`config.mk`:
```
export PLATFORM = sky130hd
export DESIGN_NAME = bcd_alarm_clock_24h_flat
export DESIGN_NICKNAME = d
export VERILOG_FILES = /design/src/hdl/bac_pkg.sv /design/src/hdl/bac_item_if.sv /design/src/hdl/bac_result_if.sv /design/src/hdl/bac_core.sv /design/src/hdl/bcd_alarm_clock_24h.sv /design/src/flat_wrapper.sv
export SDC_FILE = /design/constraint.sdc
export NUM_CORES = 1
export LEC_CHECK = 0
export ABC_AREA = 1
export BUFFER_PORTS_ARGS = -buffer_cell sky130_fd_sc_hd__buf_2
export CAP_MARGIN = 20
export CORE_MARGIN = 2
export CORE_UTILIZATION = 49
export CTS_CLUSTER_DIAMETER = 80
export DETAILED_ROUTE_END_ITERATION = 7
export GPL_ROUTABILITY_DRIVEN = 0
export PLACE_DENSITY = 0.79
export SYNTH_ARGS = -nofsm -noshare
export SYNTH_HDL_FRONTEND = slang
export SYNTH_HIERARCHICAL = 1
export SYNTH_SLANG_ARGS = --single-unit
```
`constraint.sdc`:
```
create_clock -name clk -period 7.2 [get_ports clk]
set_clock_uncertainty 0.1 [all_clocks]
set_input_delay 1.44 -clock clk [delete_from_list [all_inputs] [get_ports clk]]
set_output_delay 1.44 -clock clk [all_outputs]
set_load 0.01 [all_outputs]
```
`src/hdl/bac_pkg.sv`:
```
// ----------------------------------------------------------------------------
// bac_pkg
// Shared types and constants of the 24-hour BCD alarm clock.
// ----------------------------------------------------------------------------
package bac_pkg;

    localparam int TIME_DIGITS  = 6;
    localparam int ALARM_DIGITS = 4;
    localparam int TPS_W        = 16;

    localparam logic [TPS_W-1:0] TPS_RESET = 16'd1000;

    typedef enum logic [2:0] {
        MODE_TICK       = 3'd0,
        MODE_SET_TIME   = 3'd1,
        MODE_SET_ALARM  = 3'd2,
        MODE_ACTIVATE   = 3'd3,
        MODE_DEACTIVATE = 3'd4,
        MODE_SNOOZE     = 3'd5,
        MODE_CANCEL     = 3'd6,
        MODE_READ       = 3'd7
    } mode_t;

    typedef logic [3:0] digit_t;
    typedef logic [TIME_DIGITS-1:0][3:0]  time_digits_t;
    typedef logic [ALARM_DIGITS-1:0][3:0] alarm_digits_t;

    typedef struct packed {
        mode_t      mode;
        logic [1:0] hour_tens;
        logic [3:0] hour_units;
        logic [2:0] minute_tens;
        logic [3:0] minute_units;
        logic [2:0] second_tens;
        logic [3:0] second_units;
        logic [3:0] snooze_minutes;
    } item_t;

    typedef struct packed {
        logic [1:0]  clock_hour_tens;
        logic [3:0]  clock_hour_units;
        logic [2:0]  clock_minute_tens;
        logic [3:0]  clock_minute_units;
        logic [2:0]  clock_second_tens;
        logic [3:0]  clock_second_units;
        logic        time_valid;
        logic        alarm_active;
        logic        alarm_ringing;
        logic        blink_on;
        logic        event_pulse;
        logic [13:0] set_alarm_bcd;
    } result_t;

endpackage

```
`src/hdl/bac_item_if.sv`:
```
// ----------------------------------------------------------------------------
// bac_item_if
// Request channel into the alarm clock: valid/ready plus command fields.
// ----------------------------------------------------------------------------
interface bac_item_if;
    logic       valid;
    logic       ready;
    logic [2:0] mode;
    logic [1:0] hour_tens;
    logic [3:0] hour_units;
    logic [2:0] minute_tens;
    logic [3:0] minute_units;
    logic [2:0] second_tens;
    logic [3:0] second_units;
    logic [3:0] snooze_minutes;

    modport source (
        output valid, mode, hour_tens, hour_units, minute_tens, minute_units,
               second_tens, second_units, snooze_minutes,
        input  ready
    );

    modport sink (
        input  valid, mode, hour_tens, hour_units, minute_tens, minute_units,
               second_tens, second_units, snooze_minutes,
        output ready
    );
endinterface

```
`src/hdl/bac_result_if.sv`:
```
// ----------------------------------------------------------------------------
// bac_result_if
// Result channel out of the alarm clock: valid/ready plus clock status.
// ----------------------------------------------------------------------------
interface bac_result_if;
    logic        valid;
    logic        ready;
    logic [1:0]  clock_hour_tens;
    logic [3:0]  clock_hour_units;
    logic [2:0]  clock_minute_tens;
    logic [3:0]  clock_minute_units;
    logic [2:0]  clock_second_tens;
    logic [3:0]  clock_second_units;
    logic        time_valid;
    logic        alarm_active;
    logic        alarm_ringing;
    logic        blink_on;
    logic        event_pulse;
    logic [13:0] set_alarm_bcd;

    modport source (
        output valid, clock_hour_tens, clock_hour_units, clock_minute_tens,
               clock_minute_units, clock_second_tens, clock_second_units,
               time_valid, alarm_active, alarm_ringing, blink_on, event_pulse,
               set_alarm_bcd,
        input  ready
    );

    modport sink (
        input  valid, clock_hour_tens, clock_hour_units, clock_minute_tens,
               clock_minute_units, clock_second_tens, clock_second_units,
               time_valid, alarm_active, alarm_ringing, blink_on, event_pulse,
               set_alarm_bcd,
        output ready
    );
endinterface

```
`src/hdl/bac_core.sv`:
```
// ----------------------------------------------------------------------------
// bac_core
// Clock and alarm state with the combinational step logic for one command.
// ----------------------------------------------------------------------------
module bac_core
    import bac_pkg::*;
(
    input  logic             clk,
    input  logic             rst_n,
    input  logic             step_en,
    input  item_t            item,
    input  logic             cfg_we,
    input  logic [TPS_W-1:0] cfg_wdata,
    output result_t          result
);

    localparam digit_t UNIT_LIMIT = 4'd10;
    localparam digit_t TENS_LIMIT = 4'd6;
    localparam digit_t WRAP_TENS  = 4'd2;
    localparam digit_t WRAP_UNITS = 4'd4;

    time_digits_t     time_reg, time_next;
    alarm_digits_t    alarm_reg, alarm_next;
    alarm_digits_t    walarm_reg, walarm_next;
    logic [TPS_W-1:0] ssc_reg, ssc_next;
    logic [TPS_W-1:0] tps_reg;
    logic             tset_reg, tset_next;
    logic             aset_reg, aset_next;
    logic             armed_reg, armed_next;
    logic             ring_reg, ring_next;
    logic             event_next;

    function automatic alarm_digits_t snooze_add(alarm_digits_t w, logic [3:0] mins);
        logic [4:0]    u;
        alarm_digits_t r;
        r = w;
        u = {1'b0, w[3]} + {1'b0, mins};
        if (u >= 5'd30) begin
            r[2] = r[2] + 4'd1;
            r[3] = 4'(u - 5'd30);
        end else if (u >= 5'd20) begin
            r[2] = r[2] + 4'd1;
            r[3] = 4'(u - 5'd20);
        end else if (u >= 5'd10) begin
            r[2] = r[2] + 4'd1;
            r[3] = 4'(u - 5'd10);
        end else begin
            r[3] = u[3:0];
        end
        if (r[2] >= 4'd12) begin
            r[1] = r[1] + 4'd1;
            r[2] = r[2] - 4'd12;
        end else if (r[2] >= TENS_LIMIT) begin
            r[1] = r[1] + 4'd1;
            r[2] = r[2] - TENS_LIMIT;
        end
        if (r[1] >= UNIT_LIMIT) begin
            r[0] = r[0] + 4'd1;
            r[1] = r[1] - UNIT_LIMIT;
        end
        if (r[1] >= WRAP_UNITS && r[0] >= WRAP_TENS) begin
            r[1] = '0;
            r[0] = '0;
        end
        return r;
    endfunction

    always_comb
    begin
        logic match;
        time_next   = time_reg;
        alarm_next  = alarm_reg;
        walarm_next = walarm_reg;
        ssc_next    = ssc_reg;
        tset_next   = tset_reg;
        aset_next   = aset_reg;
        armed_next  = armed_reg;
        ring_next   = ring_reg;
        event_next  = 1'b0;
        match       = 1'b1;
        case (item.mode)
            MODE_TICK:
            begin
                ssc_next = ssc_reg + 16'd1;
                if (ssc_next >= tps_reg) begin
                    ssc_next     = '0;
                    time_next[5] = time_next[5] + 4'd1;
                end
                // seconds -> minutes -> hours ripple
                for (int i = TIME_DIGITS - 1; i >= 1; i--) begin
                    if (time_next[i] >= ((i % 2 == 1) ? UNIT_LIMIT : TENS_LIMIT)) begin
                        time_next[i]   = '0;
                        time_next[i-1] = time_next[i-1] + 4'd1;
                    end
                end
                if (time_next[0] == WRAP_TENS && time_next[1] == WRAP_UNITS) begin
                    time_next[0] = '0;
                    time_next[1] = '0;
                end
                for (int i = 0; i < ALARM_DIGITS; i++) begin
                    if (walarm_reg[i] != time_next[i])
                        match = 1'b0;
                end
                if (match) begin
                    event_next = 1'b1;
                    if (armed_reg)
                        ring_next = 1'b1;
                end
            end
            MODE_SET_TIME:
            begin
                time_next[0] = {2'b00, item.hour_tens};
                time_next[1] = item.hour_units;
                time_next[2] = {1'b0, item.minute_tens};
                time_next[3] = item.minute_units;
                time_next[4] = {1'b0, item.second_tens};
                time_next[5] = item.second_units;
                tset_next    = 1'b1;
            end
            MODE_SET_ALARM:
            begin
                alarm_next[0] = {2'b00, item.hour_tens};
                alarm_next[1] = item.hour_units;
                alarm_next[2] = {1'b0, item.minute_tens};
                alarm_next[3] = item.minute_units;
                walarm_next   = alarm_next;
                aset_next     = 1'b1;
            end
            MODE_ACTIVATE:
            begin
                if (aset_reg)
                    armed_next = 1'b1;
            end
            MODE_DEACTIVATE:
            begin
                armed_next = 1'b0;
                ring_next  = 1'b0;
                event_next = 1'b1;
            end
            MODE_SNOOZE:
            begin
                if (ring_reg) begin
                    ring_next   = 1'b0;
                    event_next  = 1'b1;
                    walarm_next = snooze_add(walarm_reg, item.snooze_minutes);
                end
            end
            MODE_CANCEL:
            begin
                if (ring_reg) begin
                    ring_next   = 1'b0;
                    event_next  = 1'b1;
                    walarm_next = alarm_reg;
                end
            end
            default:
            begin
            end
        endcase
    end

    always_comb
    begin
        result.clock_hour_tens    = time_next[0][1:0];
        result.clock_hour_units   = time_next[1];
        result.clock_minute_tens  = time_next[2][2:0];
        result.clock_minute_units = time_next[3];
        result.clock_second_tens  = time_next[4][2:0];
        result.clock_second_units = time_next[5];
        result.time_valid         = tset_next;
        result.alarm_active       = armed_next;
        result.alarm_ringing      = ring_next;
        result.blink_on           = (ssc_next < (tps_reg >> 1));
        result.event_pulse        = event_next;
        result.set_alarm_bcd      = {alarm_next[0][1:0], alarm_next[1],
                                     alarm_next[2], alarm_next[3]};
    end

    always_ff @(posedge clk or negedge rst_n)
    begin
        if (!rst_n) begin
            time_reg   <= '0;
            alarm_reg  <= '0;
            walarm_reg <= '0;
            ssc_reg    <= '0;
            tps_reg    <= TPS_RESET;
            tset_reg   <= 1'b0;
            aset_reg   <= 1'b0;
            armed_reg  <= 1'b0;
            ring_reg   <= 1'b0;
        end else begin
            if (cfg_we)
                tps_reg <= cfg_wdata;
            if (step_en) begin
                time_reg   <= time_next;
                alarm_reg  <= alarm_next;
                walarm_reg <= walarm_next;
                ssc_reg    <= ssc_next;
                tset_reg   <= tset_next;
                aset_reg   <= aset_next;
                armed_reg  <= armed_next;
                ring_reg   <= ring_next;
            end
        end
    end

endmodule

```
`src/hdl/bcd_alarm_clock_24h.sv`:
```
// ----------------------------------------------------------------------------
// bcd_alarm_clock_24h
// 24-hour BCD clock with one alarm, snooze and cancel.
// ----------------------------------------------------------------------------
// Usage:
//   item_in    valid/ready request channel, one command per request (tick,
//              set time, set alarm, activate, deactivate, snooze, cancel,
//              read only).
//   result_out valid/ready channel, one result per request: clock digits,
//              flags, blink and event pulse after the command.
//   cfg_we/cfg_wdata write ticks per second; write only while idle.
// Throughput: one request per cycle while the receiver keeps result_out.ready
//   high; the step is a single pass through the core logic between the
//   request register and the result register.
// Reset clears the time, the alarm and all flags; ticks per second = 1000.
// A stalled receiver holds the result; one more request is still taken into
//   the request register, after which item_in.ready drops until the result
//   is taken.
// ----------------------------------------------------------------------------
module bcd_alarm_clock_24h
    import bac_pkg::*;
(
    input  logic             clk,
    input  logic             rst_n,
    bac_item_if.sink         item_in,
    bac_result_if.source     result_out,
    input  logic             cfg_we,
    input  logic [TPS_W-1:0] cfg_wdata
);

    item_t   item_reg;
    logic    item_valid_reg;
    result_t result_reg;
    result_t result_next;
    logic    result_valid_reg;
    logic    out_load;
    logic    in_take;

    assign out_load      = item_valid_reg && (!result_valid_reg || result_out.ready);
    assign item_in.ready = !item_valid_reg || out_load;
    assign in_take       = item_in.valid && item_in.ready;

    bac_core u_core (
        .clk       (clk),
        .rst_n     (rst_n),
        .step_en   (out_load),
        .item      (item_reg),
        .cfg_we    (cfg_we),
        .cfg_wdata (cfg_wdata),
        .result    (result_next)
    );

    always_ff @(posedge clk or negedge rst_n)
    begin
        if (!rst_n) begin
            item_valid_reg   <= 1'b0;
            result_valid_reg <= 1'b0;
        end else begin
            if (in_take)
                item_valid_reg <= 1'b1;
            else if (out_load)
                item_valid_reg <= 1'b0;
            if (out_load)
                result_valid_reg <= 1'b1;
            else if (result_out.ready)
                result_valid_reg <= 1'b0;
        end
    end

    always_ff @(posedge clk)
    begin
        if (in_take) begin
            item_reg.mode           <= mode_t'(item_in.mode);
            item_reg.hour_tens      <= item_in.hour_tens;
            item_reg.hour_units     <= item_in.hour_units;
            item_reg.minute_tens    <= item_in.minute_tens;
            item_reg.minute_units   <= item_in.minute_units;
            item_reg.second_tens    <= item_in.second_tens;
            item_reg.second_units   <= item_in.second_units;
            item_reg.snooze_minutes <= item_in.snooze_minutes;
        end
        if (out_load)
            result_reg <= result_next;
    end

    assign result_out.valid              = result_valid_reg;
    assign result_out.clock_hour_tens    = result_reg.clock_hour_tens;
    assign result_out.clock_hour_units   = result_reg.clock_hour_units;
    assign result_out.clock_minute_tens  = result_reg.clock_minute_tens;
    assign result_out.clock_minute_units = result_reg.clock_minute_units;
    assign result_out.clock_second_tens  = result_reg.clock_second_tens;
    assign result_out.clock_second_units = result_reg.clock_second_units;
    assign result_out.time_valid         = result_reg.time_valid;
    assign result_out.alarm_active       = result_reg.alarm_active;
    assign result_out.alarm_ringing      = result_reg.alarm_ringing;
    assign result_out.blink_on           = result_reg.blink_on;
    assign result_out.event_pulse        = result_reg.event_pulse;
    assign result_out.set_alarm_bcd      = result_reg.set_alarm_bcd;

    // ringing is only ever set while armed, and disarm clears both
    a_ring_armed: assert property (@(posedge clk) disable iff (!rst_n)
        result_valid_reg && result_reg.alarm_ringing |-> result_reg.alarm_active)
        else $error("ringing without armed alarm");

    a_ready_full: assert property (@(posedge clk) disable iff (!rst_n)
        !item_in.ready |-> item_valid_reg && result_valid_reg && !result_out.ready)
        else $error("request stalled with room in the pipe");

    a_load_shows: assert property (@(posedge clk) disable iff (!rst_n)
        out_load |=> result_valid_reg)
        else $error("stepped request lost its result");

    a_take_holds: assert property (@(posedge clk) disable iff (!rst_n)
        in_take |=> item_valid_reg)
        else $error("accepted request dropped");

endmodule

```
`src/flat_wrapper.sv`:
```
// flat-port wrapper written by rule: the top's interface ports become plain ports
module bcd_alarm_clock_24h_flat import bac_pkg::*;
  (clk, rst_n, cfg_we, cfg_wdata, item_in_valid, item_in_mode, item_in_hour_tens, item_in_hour_units, item_in_minute_tens, item_in_minute_units, item_in_second_tens, item_in_second_units, item_in_snooze_minutes, item_in_ready, result_out_valid, result_out_clock_hour_tens, result_out_clock_hour_units, result_out_clock_minute_tens, result_out_clock_minute_units, result_out_clock_second_tens, result_out_clock_second_units, result_out_time_valid, result_out_alarm_active, result_out_alarm_ringing, result_out_blink_on, result_out_event_pulse, result_out_set_alarm_bcd, result_out_ready);
  bac_item_if item_in_i ();
  bac_result_if result_out_i ();
  input  logic clk;
  input  logic rst_n;
  input  logic cfg_we;
  input  logic [TPS_W-1:0] cfg_wdata;
  input wire logic [$bits(item_in_i.valid)-1:0] item_in_valid;
  input wire logic [$bits(item_in_i.mode)-1:0] item_in_mode;
  input wire logic [$bits(item_in_i.hour_tens)-1:0] item_in_hour_tens;
  input wire logic [$bits(item_in_i.hour_units)-1:0] item_in_hour_units;
  input wire logic [$bits(item_in_i.minute_tens)-1:0] item_in_minute_tens;
  input wire logic [$bits(item_in_i.minute_units)-1:0] item_in_minute_units;
  input wire logic [$bits(item_in_i.second_tens)-1:0] item_in_second_tens;
  input wire logic [$bits(item_in_i.second_units)-1:0] item_in_second_units;
  input wire logic [$bits(item_in_i.snooze_minutes)-1:0] item_in_snooze_minutes;
  output wire logic [$bits(item_in_i.ready)-1:0] item_in_ready;
  output wire logic [$bits(result_out_i.valid)-1:0] result_out_valid;
  output wire logic [$bits(result_out_i.clock_hour_tens)-1:0] result_out_clock_hour_tens;
  output wire logic [$bits(result_out_i.clock_hour_units)-1:0] result_out_clock_hour_units;
  output wire logic [$bits(result_out_i.clock_minute_tens)-1:0] result_out_clock_minute_tens;
  output wire logic [$bits(result_out_i.clock_minute_units)-1:0] result_out_clock_minute_units;
  output wire logic [$bits(result_out_i.clock_second_tens)-1:0] result_out_clock_second_tens;
  output wire logic [$bits(result_out_i.clock_second_units)-1:0] result_out_clock_second_units;
  output wire logic [$bits(result_out_i.time_valid)-1:0] result_out_time_valid;
  output wire logic [$bits(result_out_i.alarm_active)-1:0] result_out_alarm_active;
  output wire logic [$bits(result_out_i.alarm_ringing)-1:0] result_out_alarm_ringing;
  output wire logic [$bits(result_out_i.blink_on)-1:0] result_out_blink_on;
  output wire logic [$bits(result_out_i.event_pulse)-1:0] result_out_event_pulse;
  output wire logic [$bits(result_out_i.set_alarm_bcd)-1:0] result_out_set_alarm_bcd;
  input wire logic [$bits(result_out_i.ready)-1:0] result_out_ready;
  assign item_in_i.valid = item_in_valid;
  assign item_in_i.mode = item_in_mode;
  assign item_in_i.hour_tens = item_in_hour_tens;
  assign item_in_i.hour_units = item_in_hour_units;
  assign item_in_i.minute_tens = item_in_minute_tens;
  assign item_in_i.minute_units = item_in_minute_units;
  assign item_in_i.second_tens = item_in_second_tens;
  assign item_in_i.second_units = item_in_second_units;
  assign item_in_i.snooze_minutes = item_in_snooze_minutes;
  assign item_in_ready = item_in_i.ready;
  assign result_out_valid = result_out_i.valid;
  assign result_out_clock_hour_tens = result_out_i.clock_hour_tens;
  assign result_out_clock_hour_units = result_out_i.clock_hour_units;
  assign result_out_clock_minute_tens = result_out_i.clock_minute_tens;
  assign result_out_clock_minute_units = result_out_i.clock_minute_units;
  assign result_out_clock_second_tens = result_out_i.clock_second_tens;
  assign result_out_clock_second_units = result_out_i.clock_second_units;
  assign result_out_time_valid = result_out_i.time_valid;
  assign result_out_alarm_active = result_out_i.alarm_active;
  assign result_out_alarm_ringing = result_out_i.alarm_ringing;
  assign result_out_blink_on = result_out_i.blink_on;
  assign result_out_event_pulse = result_out_i.event_pulse;
  assign result_out_set_alarm_bcd = result_out_i.set_alarm_bcd;
  assign result_out_i.ready = result_out_ready;
  bcd_alarm_clock_24h u_core (.clk(clk), .rst_n(rst_n), .item_in(item_in_i), .result_out(result_out_i), .cfg_we(cfg_we), .cfg_wdata(cfg_wdata));
endmodule
```
==> flow_metrics.py, run 1 <==
metrics = {
    "status": {
        "outcome": "completed",
    },
    "sta": {
        "slew_viol_final": 0,
        "tns_ps": 0,
        "max_clock_freq_ghz": 0.168,
        "fin_crit_sh_pct": 82.9,
        "hold_viol": 0,
        "min_period_ps": 5970,
        "tightestPinTransition_ps": 986,
        "slew_headroom_pct": 34.0,
        "rsz0062_at_grt": "no",
        "setup_violations": 0,
    },
    "placement": {
        "portBuffers": 88,
        "dp.final_hpwl_mm": 15.7,
    },
    "critical_path": {
        "cp_common_cell": "nand2_4",
        "end_kind": "flip-flop",
        "crit_slowest_cell": "dfrtp_1",
        "slowest_delay_ps": 400,
        "path_class": "flip-flop to flip-flop",
        "cp.required_ps": 7230,
        "cp_data_arrival_time_ps": 6000,
        "start_kind": "flip-flop",
        "critPathMaxFanout": 8,
    },
    "pwr": {
        "clkPwrFrac_pct": 19.6,
        "p_leak_nw": 4.95,
        "power_frac_comb_pct": 49.3,
        "pwr-share-seq_pct": 31.1,
        "p_per_area_nw_per_um2": 413,
        "worst_ir_drop_vdd_uv": 227,
        "switchingPower_mw": 1.95,
        "cellInternalPower_mw": 2.37,
        "swShare_pct": 45.1,
    },
    "layout": {
        "fillCellCount": 1575,
        "area_growth_pct": 12.2,
        "fin_util_pct": 56.1,
        "ff_latch_area_sq_um": 4290,
        "multiInputGateArea_sq_um": 4160,
        "finalNetCount": 1235,
        "drive_gt1_share_pct": 17.6,
        "num_antenna_cells": 0,
        "largest_reg_flops": 27,
    },
    "drt": {
        "drc_errors": 0,
        "drt-total-wl_mm": 22.1,
        "wire_per_inst_microns": 16.0,
        "dr.pass1.iters": 5,
        "vias_per_cell": 5.53,
        "antenna_left": 0,
        "drt_iter0_markers": 590,
        "num_vias": 7631,
    },
    "cts": {
        "clk_latency_ps": 440,
        "cts-root-buf": "clkbuf_16",
        "cts_hold_buf": 0,
        "clockBufferDepth": 2,
        "cts.repair.resized": 0,
        "cts_setup_buffers": 0,
        "cts.sinks": 158,
        "clkTransAtPathRegs_ps": 60,
        "htree_levels": 4,
        "numCtsBuffers": 17,
        "cts_tree": "yes",
    },
    "grt": {
        "track_usage_pct": 22.3,
        "antenna_found_initial": 0,
        "grt_pass1_vias": 7441,
        "grt_start_max_net_pins": 61,
        "grt-ovfl-total": 0,
        "grt_pass1_wl_mm": 35.5,
    },
    "floorplan": {
        "rows": 50,
        "die_area_sq_um": 20200,
        "dieHeight_microns": 142,
        "start_util_pct": 50.0,
        "core-area_sq_um": 18700,
        "io_pins": 89,
        "dieWidth_microns": 142,
    },
    "synthesis": {
        "avgSynthCellArea_sq_um": 8.81,
        "syn_nets": 1164,
        "yosysWarnings": 6,
        "yosys.cell_types.count": 51,
        "synth-edff-count": 66,
        "syn-cell-area_sq_um": 9350,
        "ys_seq_area_share_pct": 45.9,
        "synth_async_sr_flop_share_pct": 58.2,
        "yosysTopAreaCell": "dfrtp_1",
        "synthCells": 1061,
        "synthTopCellsByArea": "dfrtp_1, edfxtp_1, nand2_1, ha_1, inv_1",
        "synth_ff_type": "dfrtp_1",
        "synth.top_cell.area_share_pct": 23.0,
        "ys_ff_latch": 158,
    },
    "flow_run": {
        "drv_cap": 0,
    },
    "worst_hold_path": {
        "hold_class": "flip-flop to flip-flop",
    },
}
synthesized netlist by cell type (all sizes together) (13+ instances only):
master  count
ha         54
nand3      63
edfxtp     66
buf        25
nand2     228
o22ai      38
nor3       13
a21oi      35
nor2       46
clkbuf     22
dfrtp      86
o21ai     114
inv       167
xor2       35
area by class of cell:
| cell class | instances | area share, % |
|---|---|---|
| clock inverter | 15 | 1.23 |
| clock buffer | 17 | 4.06 |
| tap | 234 | 2.79 |
| sequential | 158 | 40.9 |
| multi-input combinational | 686 | 39.7 |
| inverter | 170 | 6.11 |
| timing repair buffer | 99 | 5.20 |
metrics by stage:
stage / area [sq um] / setup slack [ps] / instances / power, mW / hold WS, ps
final: 10500 / 1230 / 1379 / 4.33 / 355
after global routing: 10500 / 645 / 1379 / 4.66 / 385
after CTS: 10500 / 1330 / 1378 / 4.31 / 354
after detailed placement: 9910 / 1430 / 1346 / 3.43 / 340
after global placement: 9910 / 1660 / 1346 / 3.36 / 336
after floorplan: 9350 / 1440 / 1061 / 3.03 / 323
final timing paths:
path                                                from                                    end  slack [ps]  cells after the start
worst max-delay path            u_core/u_core/ssc_reg[2]  u_core/result_out.clock_hour_units[2]        1230                     40
worst min-delay path              u_core/u_core/tset_reg                 u_core/u_core/tset_reg         360                      2
worst max register to register  u_core/u_core/ssc_reg[2]  u_core/result_out.clock_hour_units[2]        1230                     40
worst min register to register    u_core/u_core/tset_reg                 u_core/u_core/tset_reg         360                      2
max in group asynchronous                          rst_n              u_core/u_core/time_reg[5]        5000                      2
min in group asynchronous                          rst_n                u_core/result_out.valid         840                      1
cells in the final DEF, fill, tap and decap left out, types with 3 or more instances in the layout:
cell | netlist | routed
inv_1 | 160 | 160
nand3_1 | 59 | 59
nand3_2 | 4 | 4
buf_2 | 1 | 87
nand2_1 | 192 | 192
clkinv_2 | 0 | 3
nand2_4 | 14 | 14
dfrtp_1 | 86 | 86
a221oi_1 | 9 | 9
edfxtp_1 | 66 | 66
nand2_2 | 19 | 19
nand4_1 | 6 | 6
nand2_8 | 3 | 3
a21o_1 | 3 | 3
o211ai_1 | 7 | 7
a21oi_1 | 33 | 32
xor2_1 | 34 | 34
dfstp_2 | 6 | 6
inv_6 | 0 | 7
o221ai_1 | 4 | 4
a32oi_1 | 3 | 3
o21ai_2 | 4 | 4
xnor2_1 | 3 | 3
nor3_1 | 12 | 11
o22ai_1 | 38 | 38
clkinv_1 | 3 | 3
o21ai_1 | 3 | 3
ha_1 | 54 | 54
nor2_1 | 44 | 44
a22oi_1 | 8 | 8
inv_2 | 6 | 6
a31oi_1 | 3 | 3
clkbuf_16 | 0 | 17
o21ai_0 | 105 | 105
buf_4 | 24 | 11
metal layers:
layer | global-route usage (%) | vias up | wire [microns]
met5 | 0 | - | 0
met4 | 8.16 | 0 | 461
met3 | 4.48 | 37 | 1630
met2 | 35.3 | 330 | 10000
met1 | 30.4 | 3576 | 10000
li1 | - | 3688 | -
worst max-delay path, delay by kind of cell (launching register included):
family / cells / cell delay, ps
AND/OR/NAND/NOR: 26 / 3120
AO/OA/AOI/OAI: 7 / 1160
buffers and inverters: 5 / 420
flip-flops: 1 / 400
adder cells (fa/ha/maj): 1 / 300
XOR/XNOR: 1 / 140
power by group through the flow:
stage          Sequential [mW]  Combinational (mW)  Clock [mW]
6_report                  1.35                2.13       0.850
4_1_cts                   1.34                2.10       0.863
3_5_place_dp              1.35                2.08           0
5_1_grt                   1.37                2.40       0.898
3_3_place_gp              1.35                2.01           0
2_1_floorplan             1.33                1.70           0
cells by family after synthesis:
group | after synthesis | synth area share, %
adder cells (fa/ha/maj) | 55 | 7.44
multiplexers | 1 | 0.120
flip-flops | 158 | 45.9
AND/OR/NAND/NOR | 360 | 18.2
XOR/XNOR | 38 | 3.64
AO/OA/AOI/OAI | 232 | 14.9
buffers and inverters | 217 | 9.72
Note: power is estimated with default switching activity, not from simulation.
==> inputs of run 2 (changes only) <==
PLACE_DENSITY = 0.82   (was 0.79)
clock period = 5.35 ns   (was 7.2 ns; I/O delays follow)
==> run 2 against run 1 <==
The flow now finishes with violations (setup timing). Clock power up 45%. Worst hold slack better by 4.5 ps. Combinational power up 83%. Routed wire length up 14%. Critical endpoint is now u_core/u_core/ring_reg. Largest cell class is now multi-input combinational cells. Largest power group unchanged.
==> flow_metrics.py, run 2 (same netlist as run 1, synthesis figures left out) <==
metrics = {
    "sta": {
        "tightestPinTransition_ps": 917,
        "min_period_ps": 5760,
        "hold_ws_ps": 360,
        "setup_violations": 9,
        "slew_headroom_pct": 38.7,
        "max_clock_freq_ghz": 0.174,
        "rsz0062_at_grt": "yes",
        "tns_ps": -2390,
        "hold_viol": 0,
        "fin_crit_sh_pct": 108,
        "setup_slack_ps": -410,
        "slew_viol_final": 0,
    },
    "layout": {
        "finalNetCount": 1291,
        "fillCellCount": 1333,
        "largest_reg_flops": 27,
        "final_cell_mix": "nand2_1, inv_1, o21ai_0",
        "num_antenna_cells": 0,
        "drive_gt1_share_pct": 27.8,
        "final_common_cell": "nand2_1",
        "stdcell_count": 1435,
        "area_growth_pct": 23.0,
    },
    "drt": {
        "drc_errors": 0,
        "drt-total-wl_mm": 25.1,
        "vias_per_cell": 5.75,
        "wire_per_inst_microns": 17.5,
        "dr.pass1.iters": 5,
        "antenna_left": 0,
        "num_vias": 8258,
        "drt_iter0_markers": 933,
    },
    "placement": {
        "place_ws_ps": -292,
        "dp.final_hpwl_mm": 16.2,
        "portBuffers": 88,
        "dp.cells": 1374,
    },
    "flow_run": {
        "drv_cap": 0,
    },
    "worst_hold_path": {
        "hold_depth": 2,
        "hold_class": "flip-flop to flip-flop",
    },
    "critical_path": {
        "cp.required_ps": 5620,
        "slowest_delay_ps": 380,
        "critPathMaxFanout": 8,
        "cp_common_cell": "nand2_4",
        "end_kind": "flip-flop",
        "start_kind": "flip-flop",
        "crit_slowest_cell": "dfrtp_1",
        "cp_data_arrival_time_ps": 6030,
        "path_class": "flip-flop to flip-flop",
        "r2r_cells": 41,
    },
    "floorplan": {
        "io_pins": 89,
        "dieWidth_microns": 142,
        "rows": 50,
        "start_util_pct": 50.0,
        "die_area_sq_um": 20200,
        "dieHeight_microns": 142,
        "core-area_sq_um": 18700,
    },
    "grt": {
        "antenna_found_initial": 0,
        "grt_start_max_net_pins": 55,
        "grt_pass1_vias": 7820,
        "grt_pass1_wl_mm": 38.0,
        "track_usage_pct": 23.8,
        "grt-ovfl-total": 0,
    },
    "cts": {
        "clk_latency_ps": 430,
        "cts-root-buf": "clkbuf_16",
        "htree_levels": 4,
        "clockBufferDepth": 2,
        "cts_tree": "yes",
        "clkTransAtPathRegs_ps": 70,
        "cts.sinks": 158,
        "numCtsBuffers": 17,
    },
    "pwr": {
        "worst_ir_drop_vdd_uv": 375,
        "p_per_area_nw_per_um2": 606,
        "p_leak_nw": 5.36,
    },
    "status": {
        "violations": "setup timing",
        "outcome": "finished with violations",
    },
}
run 2: cell count changes in the layout (fill, tap and decap cells not counted), moves of 6 or more:
cell / change
nand2_1: -21
nand3_2: +16
nor2_1: -12
o21ai_0: -6
nand3_1: -19
nor2_2: +7
nand2_2: +7
buf_4: +51
nand2_4: +9
run 2: per-stage QoR:
stage / cell area (sq um) / total power [mW] / util, %
floorplan: 9350 / 4.08 / -
global placement: 10100 / 4.69 / 54.1
detailed placement: 10100 / 4.81 / 54.1
CTS: 11000 / 6.28 / 58.9
global route: 11500 / 7.41 / 61.4
finish: 11500 / 6.97 / 61.4
run 2: worst paths after layout:
check	end	slack, ps	from
min	u_core/u_core/tset_reg	360	u_core/u_core/tset_reg
max in group asynchronous	u_core/u_core/walarm_reg[11]	3540	rst_n
min in group asynchronous	u_core/u_core/tps_reg[1]	600	rst_n
max reg2reg	u_core/u_core/ring_reg	-410	u_core/u_core/ssc_reg[2]
max	u_core/u_core/ring_reg	-410	u_core/u_core/ssc_reg[2]
min reg2reg	u_core/u_core/tset_reg	360	u_core/u_core/tset_reg
run 2: power by group:
part	internal (mW)	switching, mW
Sequential	1.58	0.248
Combinational	1.52	2.38
Clock	0.712	0.519
run 2: layout make-up:
class | count | area [sq um] | area share [%]
flip-flops and latches | 158 | 4290 | 37.3
repair buffers | 155 | 985 | 8.57
inverters | 170 | 643 | 5.60
clock inverters | 13 | 154 | 1.34
multi-input cells | 686 | 4680 | 40.8
well taps | 234 | 293 | 2.55
clock buffers | 19 | 443 | 3.85
run 2: per-layer routing:
layer  wire length, microns  vias up  global-route usage, %  share of wire [%]
met5                      0        -                      0                  0
met4                    897        0                   11.3                3.6
met3                   2100       85                   4.51                8.4
met2                  12000      476                   38.1                 48
met1                  10200     3904                   31.3                 40
li1                       -     3793                      -                  -
run 2: timing repair:
item                       4_1_cts  5_1_grt
setup buffers                   15       15
hold buffers                     0        0
setup endpoints to repair       12       27
gates resized for setup         36       90
pin swaps                       19       48
run 2: worst max-delay path: cells and delay by family (launching register included):
| family | cells | cell delay, ps |
|---|---|---|
| xor+xnor | 1 | 170 |
| compound gates | 5 | 920 |
| buf+inv | 4 | 310 |
| simple gates | 30 | 3550 |
| fa+ha+maj | 1 | 240 |
| flops | 1 | 380 |
